==> config.mk <==
export PLATFORM = sky130hd
export DESIGN_NAME = three_channel_predictive_residual_check_top
export DESIGN_NICKNAME = d
export VERILOG_FILES = /design/src/hw/rtl/tcprc_pkg.sv /design/src/hw/rtl/three_channel_predictive_residual_check_top.sv /design/src/hw/rtl/tcprc_cfg.sv /design/src/hw/rtl/tcprc_eval.sv
export SDC_FILE = /design/constraint.sdc
export NUM_CORES = 2
export LEC_CHECK = 0
export BUFFER_PORTS_ARGS = -buffer_cell sky130_fd_sc_hd__clkbuf_2
export CAP_MARGIN = 20
export CORE_ASPECT_RATIO = 0.75
export CORE_MARGIN = 1
export CORE_UTILIZATION = 55
export CTS_BUF_LIST = sky130_fd_sc_hd__clkbuf_2 sky130_fd_sc_hd__clkbuf_4 sky130_fd_sc_hd__clkbuf_8
export DETAILED_ROUTE_END_ITERATION = 10
export GPL_TIMING_DRIVEN = 1
export PLACE_DENSITY = 0.77
export SLEW_MARGIN = 40
export SYNTH_ARGS = -nofsm -noshare
export SYNTH_HDL_FRONTEND = slang
export SYNTH_SLANG_ARGS = --single-unit
==> constraint.sdc <==
create_clock -name clk -period 11.1 [get_ports clk]
set_input_delay 1.11 -clock clk [delete_from_list [all_inputs] [get_ports clk]]
set_output_delay 1.11 -clock clk [all_outputs]
set_load 0.05 [all_outputs]
==> src/hw/rtl/tcprc_pkg.sv <==
// Shared types, codes and constants for the three-channel predictive residual check.
package tcprc_pkg;

    localparam int unsigned DATA_W  = 32;
    localparam int unsigned PHASE_W = 2;
    localparam int unsigned INDEX_W = 3;
    localparam int unsigned CHAN_N  = 3;

    // Configuration register indexes.
    localparam logic [INDEX_W-1:0] CFG_HIST_A = 3'd0;
    localparam logic [INDEX_W-1:0] CFG_HIST_B = 3'd1;
    localparam logic [INDEX_W-1:0] CFG_HIST_C = 3'd2;
    localparam logic [INDEX_W-1:0] CFG_PRED   = 3'd3;
    localparam logic [INDEX_W-1:0] CFG_PHASE  = 3'd4;

    // Channel positions in rotation.
    localparam logic [1:0] CH_ONE   = 2'd0;
    localparam logic [1:0] CH_TWO   = 2'd1;
    localparam logic [1:0] CH_THREE = 2'd2;

    // Result status codes.
    typedef enum logic [1:0] {
        STATUS_OK            = 2'd0,
        STATUS_BASE_MISMATCH = 2'd1,
        STATUS_FIXED_CHANGED = 2'd2,
        STATUS_NO_RECON      = 2'd3
    } status_t;

    // History, predictor and phase; also the shape of the start values.
    typedef struct packed {
        logic [DATA_W-1:0]  hist_a;
        logic [DATA_W-1:0]  hist_b;
        logic [DATA_W-1:0]  hist_c;
        logic [DATA_W-1:0]  pred;
        logic [PHASE_W-1:0] phase;
    } hist_state_t;

    // One sample frame as held in the input register.
    typedef struct packed {
        logic [DATA_W-1:0]               carrier;
        logic [CHAN_N-1:0][DATA_W-1:0]   chan;
        logic [CHAN_N-1:0][DATA_W-1:0]   base;
        logic                            run_start;
    } frame_t;

endpackage

==> src/hw/rtl/three_channel_predictive_residual_check_top.sv <==
// Top level of the three-channel predictive residual check.
//
// Input channel: in_valid / in_stall carry one sample frame per beat (carrier,
// three samples, three baselines, run_start). Output channel: out_valid /
// out_stall carry one result beat per frame (two residuals and a status).
// A beat moves at a rising edge with valid high and stall low.
// The frame is captured in an input register; once the result register is free,
// the frame is evaluated against the history state and the result register is
// loaded, from which the result beat is presented until it is taken.
// One frame per cycle is sustained while the receiver does not stall; the history
// update closes in that evaluation cycle, which sets the figure.
// Configuration writes (cfg_write, cfg_index, cfg_data) set the run start
// values; write them only while the block is idle.
// Reset clears the history, the start values and both valid flags.
// While the receiver stalls a full result register, the input register holds
// its frame and in_stall rises once it is occupied; nothing is dropped.
module three_channel_predictive_residual_check_top (
    input  logic                                   clk,
    input  logic                                   rst_n,
    input  logic                                   in_valid,
    output logic                                   in_stall,
    input  logic signed [tcprc_pkg::DATA_W-1:0]    carrier_sample,
    input  logic signed [tcprc_pkg::DATA_W-1:0]    chan_one,
    input  logic signed [tcprc_pkg::DATA_W-1:0]    chan_two,
    input  logic signed [tcprc_pkg::DATA_W-1:0]    chan_three,
    input  logic signed [tcprc_pkg::DATA_W-1:0]    base_one,
    input  logic signed [tcprc_pkg::DATA_W-1:0]    base_two,
    input  logic signed [tcprc_pkg::DATA_W-1:0]    base_three,
    input  logic                                   run_start,
    output logic                                   out_valid,
    input  logic                                   out_stall,
    output logic signed [tcprc_pkg::DATA_W-1:0]    residual_first,
    output logic signed [tcprc_pkg::DATA_W-1:0]    residual_second,
    output logic [1:0]                             status,
    input  logic                                   cfg_write,
    input  logic [tcprc_pkg::INDEX_W-1:0]          cfg_index,
    input  logic [tcprc_pkg::DATA_W-1:0]           cfg_data
);
    import tcprc_pkg::*;

    hist_state_t       start_state;
    hist_state_t       state_reg;
    hist_state_t       state_next;
    frame_t            frame_reg;
    logic              in_valid_reg;
    logic              out_valid_reg;
    logic [DATA_W-1:0] res_first_reg;
    logic [DATA_W-1:0] res_second_reg;
    status_t           status_reg;
    logic [DATA_W-1:0] res_first;
    logic [DATA_W-1:0] res_second;
    status_t           status_code;
    logic              advance;
    logic              in_take;

    tcprc_cfg u_cfg (
        .clk         (clk),
        .rst_n       (rst_n),
        .cfg_write   (cfg_write),
        .cfg_index   (cfg_index),
        .cfg_data    (cfg_data),
        .start_state (start_state)
    );

    tcprc_eval u_eval (
        .frame       (frame_reg),
        .cur_state   (state_reg),
        .start_state (start_state),
        .res_first   (res_first),
        .res_second  (res_second),
        .status_code (status_code),
        .state_next  (state_next)
    );

    // The result register frees up when empty or when its beat is taken.
    assign advance  = !out_valid_reg || !out_stall;
    assign in_stall = in_valid_reg && !advance;
    assign in_take  = in_valid && !in_stall;

    // Input valid flag, history state and output valid flag.
    always_ff @(posedge clk or negedge rst_n)
    begin
        if (!rst_n)
        begin
            in_valid_reg  <= 1'b0;
            out_valid_reg <= 1'b0;
            state_reg     <= '0;
        end
        else
        begin
            if (in_take)
            begin
                in_valid_reg <= 1'b1;
            end
            else if (advance)
            begin
                in_valid_reg <= 1'b0;
            end
            if (advance)
            begin
                out_valid_reg <= in_valid_reg;
            end
            if (advance && in_valid_reg)
            begin
                state_reg <= state_next;
            end
        end
    end

    // Frame capture.
    always_ff @(posedge clk)
    begin
        if (in_take)
        begin
            frame_reg.carrier   <= carrier_sample;
            frame_reg.chan[0]   <= chan_one;
            frame_reg.chan[1]   <= chan_two;
            frame_reg.chan[2]   <= chan_three;
            frame_reg.base[0]   <= base_one;
            frame_reg.base[1]   <= base_two;
            frame_reg.base[2]   <= base_three;
            frame_reg.run_start <= run_start;
        end
    end

    // Result capture.
    always_ff @(posedge clk)
    begin
        if (advance && in_valid_reg)
        begin
            res_first_reg  <= res_first;
            res_second_reg <= res_second;
            status_reg     <= status_code;
        end
    end

    assign out_valid       = out_valid_reg;
    assign residual_first  = res_first_reg;
    assign residual_second = res_second_reg;
    assign status          = status_reg;

endmodule

==> src/hw/rtl/tcprc_cfg.sv <==
// Configuration register file holding the run start values.
module tcprc_cfg (
    input  logic                           clk,
    input  logic                           rst_n,
    input  logic                           cfg_write,
    input  logic [tcprc_pkg::INDEX_W-1:0]  cfg_index,
    input  logic [tcprc_pkg::DATA_W-1:0]   cfg_data,
    output tcprc_pkg::hist_state_t         start_state
);
    import tcprc_pkg::*;

    hist_state_t start_reg;
    hist_state_t start_next;

    // Decode the write; indexes beyond the list are ignored.
    always_comb
    begin
        start_next = start_reg;
        if (cfg_write)
        begin
            case (cfg_index)
                CFG_HIST_A: start_next.hist_a = cfg_data;
                CFG_HIST_B: start_next.hist_b = cfg_data;
                CFG_HIST_C: start_next.hist_c = cfg_data;
                CFG_PRED:   start_next.pred   = cfg_data;
                CFG_PHASE:  start_next.phase  = cfg_data[PHASE_W-1:0];
                default:    start_next        = start_reg;
            endcase
        end
    end

    always_ff @(posedge clk or negedge rst_n)
    begin
        if (!rst_n)
        begin
            start_reg <= '0;
        end
        else
        begin
            start_reg <= start_next;
        end
    end

    assign start_state = start_reg;

endmodule

==> src/hw/rtl/tcprc_eval.sv <==
// Single-pass evaluation of one frame against the history: checks, residuals, next state.
module tcprc_eval (
    input  tcprc_pkg::frame_t              frame,
    input  tcprc_pkg::hist_state_t         cur_state,
    input  tcprc_pkg::hist_state_t         start_state,
    output logic [tcprc_pkg::DATA_W-1:0]   res_first,
    output logic [tcprc_pkg::DATA_W-1:0]   res_second,
    output tcprc_pkg::status_t             status_code,
    output tcprc_pkg::hist_state_t         state_next
);
    import tcprc_pkg::*;

    hist_state_t       eff;
    logic [1:0]        fx;
    logic [1:0]        ex;
    logic [1:0]        fr;
    logic [1:0]        lo;
    logic [1:0]        hi;
    logic [1:0]        phase_n;
    logic [DATA_W-1:0] next_pred;
    logic [DATA_W-1:0] scaled;
    logic [DATA_W-1:0] est;
    logic [DATA_W-1:0] diff_lo;
    logic [DATA_W-1:0] diff_hi;
    logic [DATA_W-1:0] recon;

    // A run start replaces the history with the configured values first.
    assign eff = frame.run_start ? start_state : cur_state;

    // Rotation: fixed, estimated and remaining channel, plus the residual pair.
    // A phase of three behaves as phase zero.
    always_comb
    begin
        case (eff.phase)
            2'd1:
            begin
                fx = CH_TWO;   ex = CH_THREE; fr = CH_ONE;
                lo = CH_ONE;   hi = CH_THREE; phase_n = 2'd2;
            end
            2'd2:
            begin
                fx = CH_THREE; ex = CH_ONE;   fr = CH_TWO;
                lo = CH_ONE;   hi = CH_TWO;   phase_n = 2'd0;
            end
            default:
            begin
                fx = CH_ONE;   ex = CH_TWO;   fr = CH_THREE;
                lo = CH_TWO;   hi = CH_THREE; phase_n = 2'd1;
            end
        endcase
    end

    // Predictor 4a - 3b. The estimate (3*next + b)/4 equals (12a - 8b)/4, which is
    // always a multiple of four, so truncation reduces to dropping two bits and
    // filling the top three bits from the sign of the scaled sum.
    assign next_pred = (eff.hist_a << 2) - (eff.hist_b + (eff.hist_b << 1));
    assign scaled    = (eff.hist_a << 3) + (eff.hist_a << 2) - (eff.hist_b << 3);
    assign est       = {{3{scaled[DATA_W-1]}}, scaled[DATA_W-2:2]};

    // Residuals of the two non-fixed channels and the reconstruction sum.
    assign diff_lo = frame.chan[lo] - frame.base[lo];
    assign diff_hi = frame.chan[hi] - frame.base[hi];
    assign recon   = frame.base[0] + frame.base[1] + frame.base[2] + diff_lo + diff_hi;

    // Checks in priority order: baselines, fixed channel, reconstruction.
    always_comb
    begin
        if ((frame.base[fx] != eff.pred) || (frame.base[ex] != est))
        begin
            status_code = STATUS_BASE_MISMATCH;
        end
        else if (frame.chan[fx] != frame.base[fx])
        begin
            status_code = STATUS_FIXED_CHANGED;
        end
        else if (recon != frame.carrier)
        begin
            status_code = STATUS_NO_RECON;
        end
        else
        begin
            status_code = STATUS_OK;
        end
    end

    // Outputs and state advance only on success; a failed frame keeps the (run-start adjusted) state.
    always_comb
    begin
        if (status_code == STATUS_OK)
        begin
            res_first         = diff_lo;
            res_second        = diff_hi;
            state_next.hist_a = frame.base[fr];
            state_next.hist_b = eff.hist_c;
            state_next.hist_c = eff.pred;
            state_next.pred   = next_pred;
            state_next.phase  = phase_n;
        end
        else
        begin
            res_first  = '0;
            res_second = '0;
            state_next = eff;
        end
    end

endmodule

==> impl_metrics.yaml <==
logic_synthesis:
  synthArstFlopShare_pct: 46.99
  synth.avg_cell_area_um2: 10.49
  synth_edf_count: 291
  synth_seq_cells: 549
  syn_inst: 3784
  synth_seq_area_share_pct: 38.27
  synth_ff_type: "edfxtp_1"
  ys_warn_count: 0
  netlist_area_mm2: 0.03970
  synth_cell_types: 89
  syn-num-nets: 4356
global_routing:
  overflow: 0
  met2_usage_pct: 50.78
  track_usage_pct: 35.28
  grt_max_degree: 112
  globalRouteMet3Util_pct: 9.276
  grt_pass1_vias: 30493
  grtUsageMet1_pct: 52.35
  grt_pass1_wl_um: 192900
  antenna_found_initial: 2
  top_usage_layer: "met1"
worst_setup_path:
  r2r_slack_ns: 0.61
  worstSetupStartpoint: "frame_reg[0]$_DFFE_PP_"
  slowest_stage: "nor4_1"
  cp.depth: 36
  r2r.worst_path.cells: 36
  end_kind: "flop"
  endpoint: "state_reg[100]$_DFFE_PN0P_"
  critPathBufInv: 4
  crit_family: "compound AO/OA/AOI/OAI gates"
  crit_type: "flop to flop"
  worst_setup_path_start_kind: "flop"
  cp_max_fo: 31
  critPathArrivalTime_ns: 11.18
  required_ns: 11.79
  r2r-end: "state_reg[100]$_DFFE_PN0P_"
  critPathMaxStageDelay_ns: 0.55
  r2r-start: "frame_reg[0]$_DFFE_PP_"
layout:
  nets: 4665
  nFillCells: 5832
  fin_area_mm2: 0.04442
  final_layout_size_suffix_gt1_share_pct: 19.51
  multi_input_area_mm2: 0.02299
  area_growth_pct: 11.88
  regArea_mm2: 0.01519
  largest_register_ffs: 225
floorplanning:
  start_util_pct: 56.13
  die_x_um: 312.2
  ioPinCount: 333
  core_mm2: 0.07073
  die_y_um: 234.7
  die-area_mm2: 0.07327
  rows: 84
clock_network:
  cts_buffers: 85
  clk_pin_slew_worst_paths_ns: 0.07
  cts-root-buf: "clkbuf_8"
  clk_latency_ns: 0.76
  clock_path_buffers: 3
  postCtsHoldBufs: 0
  cts.repair.resized: 0
  htree_levels: 3
  cts_tree: "built"
  clock-sinks: 549
place:
  dpl_cell_area_mm2: 0.04265
  io_buffers: 332
  post-place-ws_ns: 0.9125
  place_congestion: 1.070
  dp_hpwl_um: 102600
routing:
  firstDrtPassIters: 8
  drc: 0
  vias_per_cell: 6.390
  dr.first_iter.drc_count: 4068
  vias: 32629
  wl_um: 131500
  ant_nets: 0
  wl_per_cell_um: 25.76
sta:
  fin_tns_setup_ns: 0
  finalMaxSlewViolations: 0
  period_minus_slack_ns: 10.49
  rsz0062_at_grt: "false"
  hold_slack_ns: 0.2804
  final.period_utilization_pct: 94.52
  hold_viol: 0
  max_freq_ghz: 0.09531
  worst_pin_slew_ns: 0.9188
  setup_viol: 0
  finClkSkew_ns: 0.03437
  relSlewSlack_pct: 38.27
  layout_setup_ws_ns: 0.6078
job:
  maxCapViolCount: 0
min_path:
  hold_class: "input port to asynchronous set/reset pin"
status:
  status: "finished clean"
## cells in the final DEF (no fill, tap or decap), drive strengths merged, types with 65 or more instances in the layout
master	instances
mux2i	291
nand2	275
nor2	262
o21ai	108
ha	155
inv	201
mux2	172
nor3	66
a21oi	192
fa	152
buf	94
o311ai	65
edfxtp	291
xnor2	165
dfrtp	258
clkbuf	453
## synthesized netlist by cell type, drive strengths merged, types with 78 or more instances
| cell | count | share of area [%] |
|---|---|---|
| inv | 199 | 1.9 |
| mux2 | 172 | 4.9 |
| dfrtp | 258 | 16 |
| fa | 152 | 7.7 |
| o21ai | 108 | 1.4 |
| mux2i | 291 | 7.3 |
| ha | 155 | 4.9 |
| a21oi | 192 | 2.4 |
| edfxtp | 291 | 22 |
| xnor2 | 165 | 3.6 |
| clkbuf | 125 | 1.2 |
| nand2 | 275 | 2.6 |
| buf | 78 | 1.1 |
| nor2 | 262 | 2.5 |
## cell type report
cell class	instances	area share, %
diodes	4	0.02254
clock buffers	122	3.330
clock inverters	28	0.4986
inverters	200	1.693
multi-input cells	2832	51.76
flip-flops and latches	549	34.21
well taps	946	2.665
repair buffers	425	5.823
## per-layer routing
metal	wire [um]	share of wire [%]
met4	3651	2.8
met1	57050	43
met5	0	0
met3	14420	11
met2	56420	43
## how the worst min path moves through the flow
stage	startpoint	endpoint	slack [ns]	depth (start not counted)
after floorplan	state_reg[6]$_DFFE_PN0P_	state_reg[6]$_DFFE_PN0P_	0.45	2
after global placement	state_reg[6]$_DFFE_PN0P_	state_reg[6]$_DFFE_PN0P_	0.46	2
after detailed placement	state_reg[6]$_DFFE_PN0P_	state_reg[6]$_DFFE_PN0P_	0.47	2
after CTS	rst_n	u_cfg.start_state[67]$_DFFE_PN0P_	0.27	1
after global routing	rst_n	u_cfg.start_state[72]$_DFFE_PN0P_	0.28	1
final	rst_n	u_cfg.start_state[67]$_DFFE_PN0P_	0.28	1
## per-stage QoR
step,instances,utilization (%)
after global placement,4948,60.14
after floorplan,3784,-
after detailed placement,4950,60.30
final,5106,62.79
after global routing,5102,62.78
after CTS,5100,62.71
## cells by family (layout without fill, tap and decap cells)
kind of cell	count (synthesis)	in the layout	synth area share (%)
other cells	0	4	0
compound gates	825	825	15.01
fa+ha+maj	307	307	12.55
simple gates	1015	1015	12.85
flops	549	549	38.27
mux	463	463	12.22
xor+xnor	222	222	4.973
buf+inv	403	775	4.129
## timing repair
action / in CTS / in global routing
buffers inserted: 0 / 1
setup endpoints to repair: 0 / 1
hold endpoints to repair: 0 / 0
Power is not shown: default switching activity piles up to over one toggle a cycle in this logic, so the estimate is an artifact.
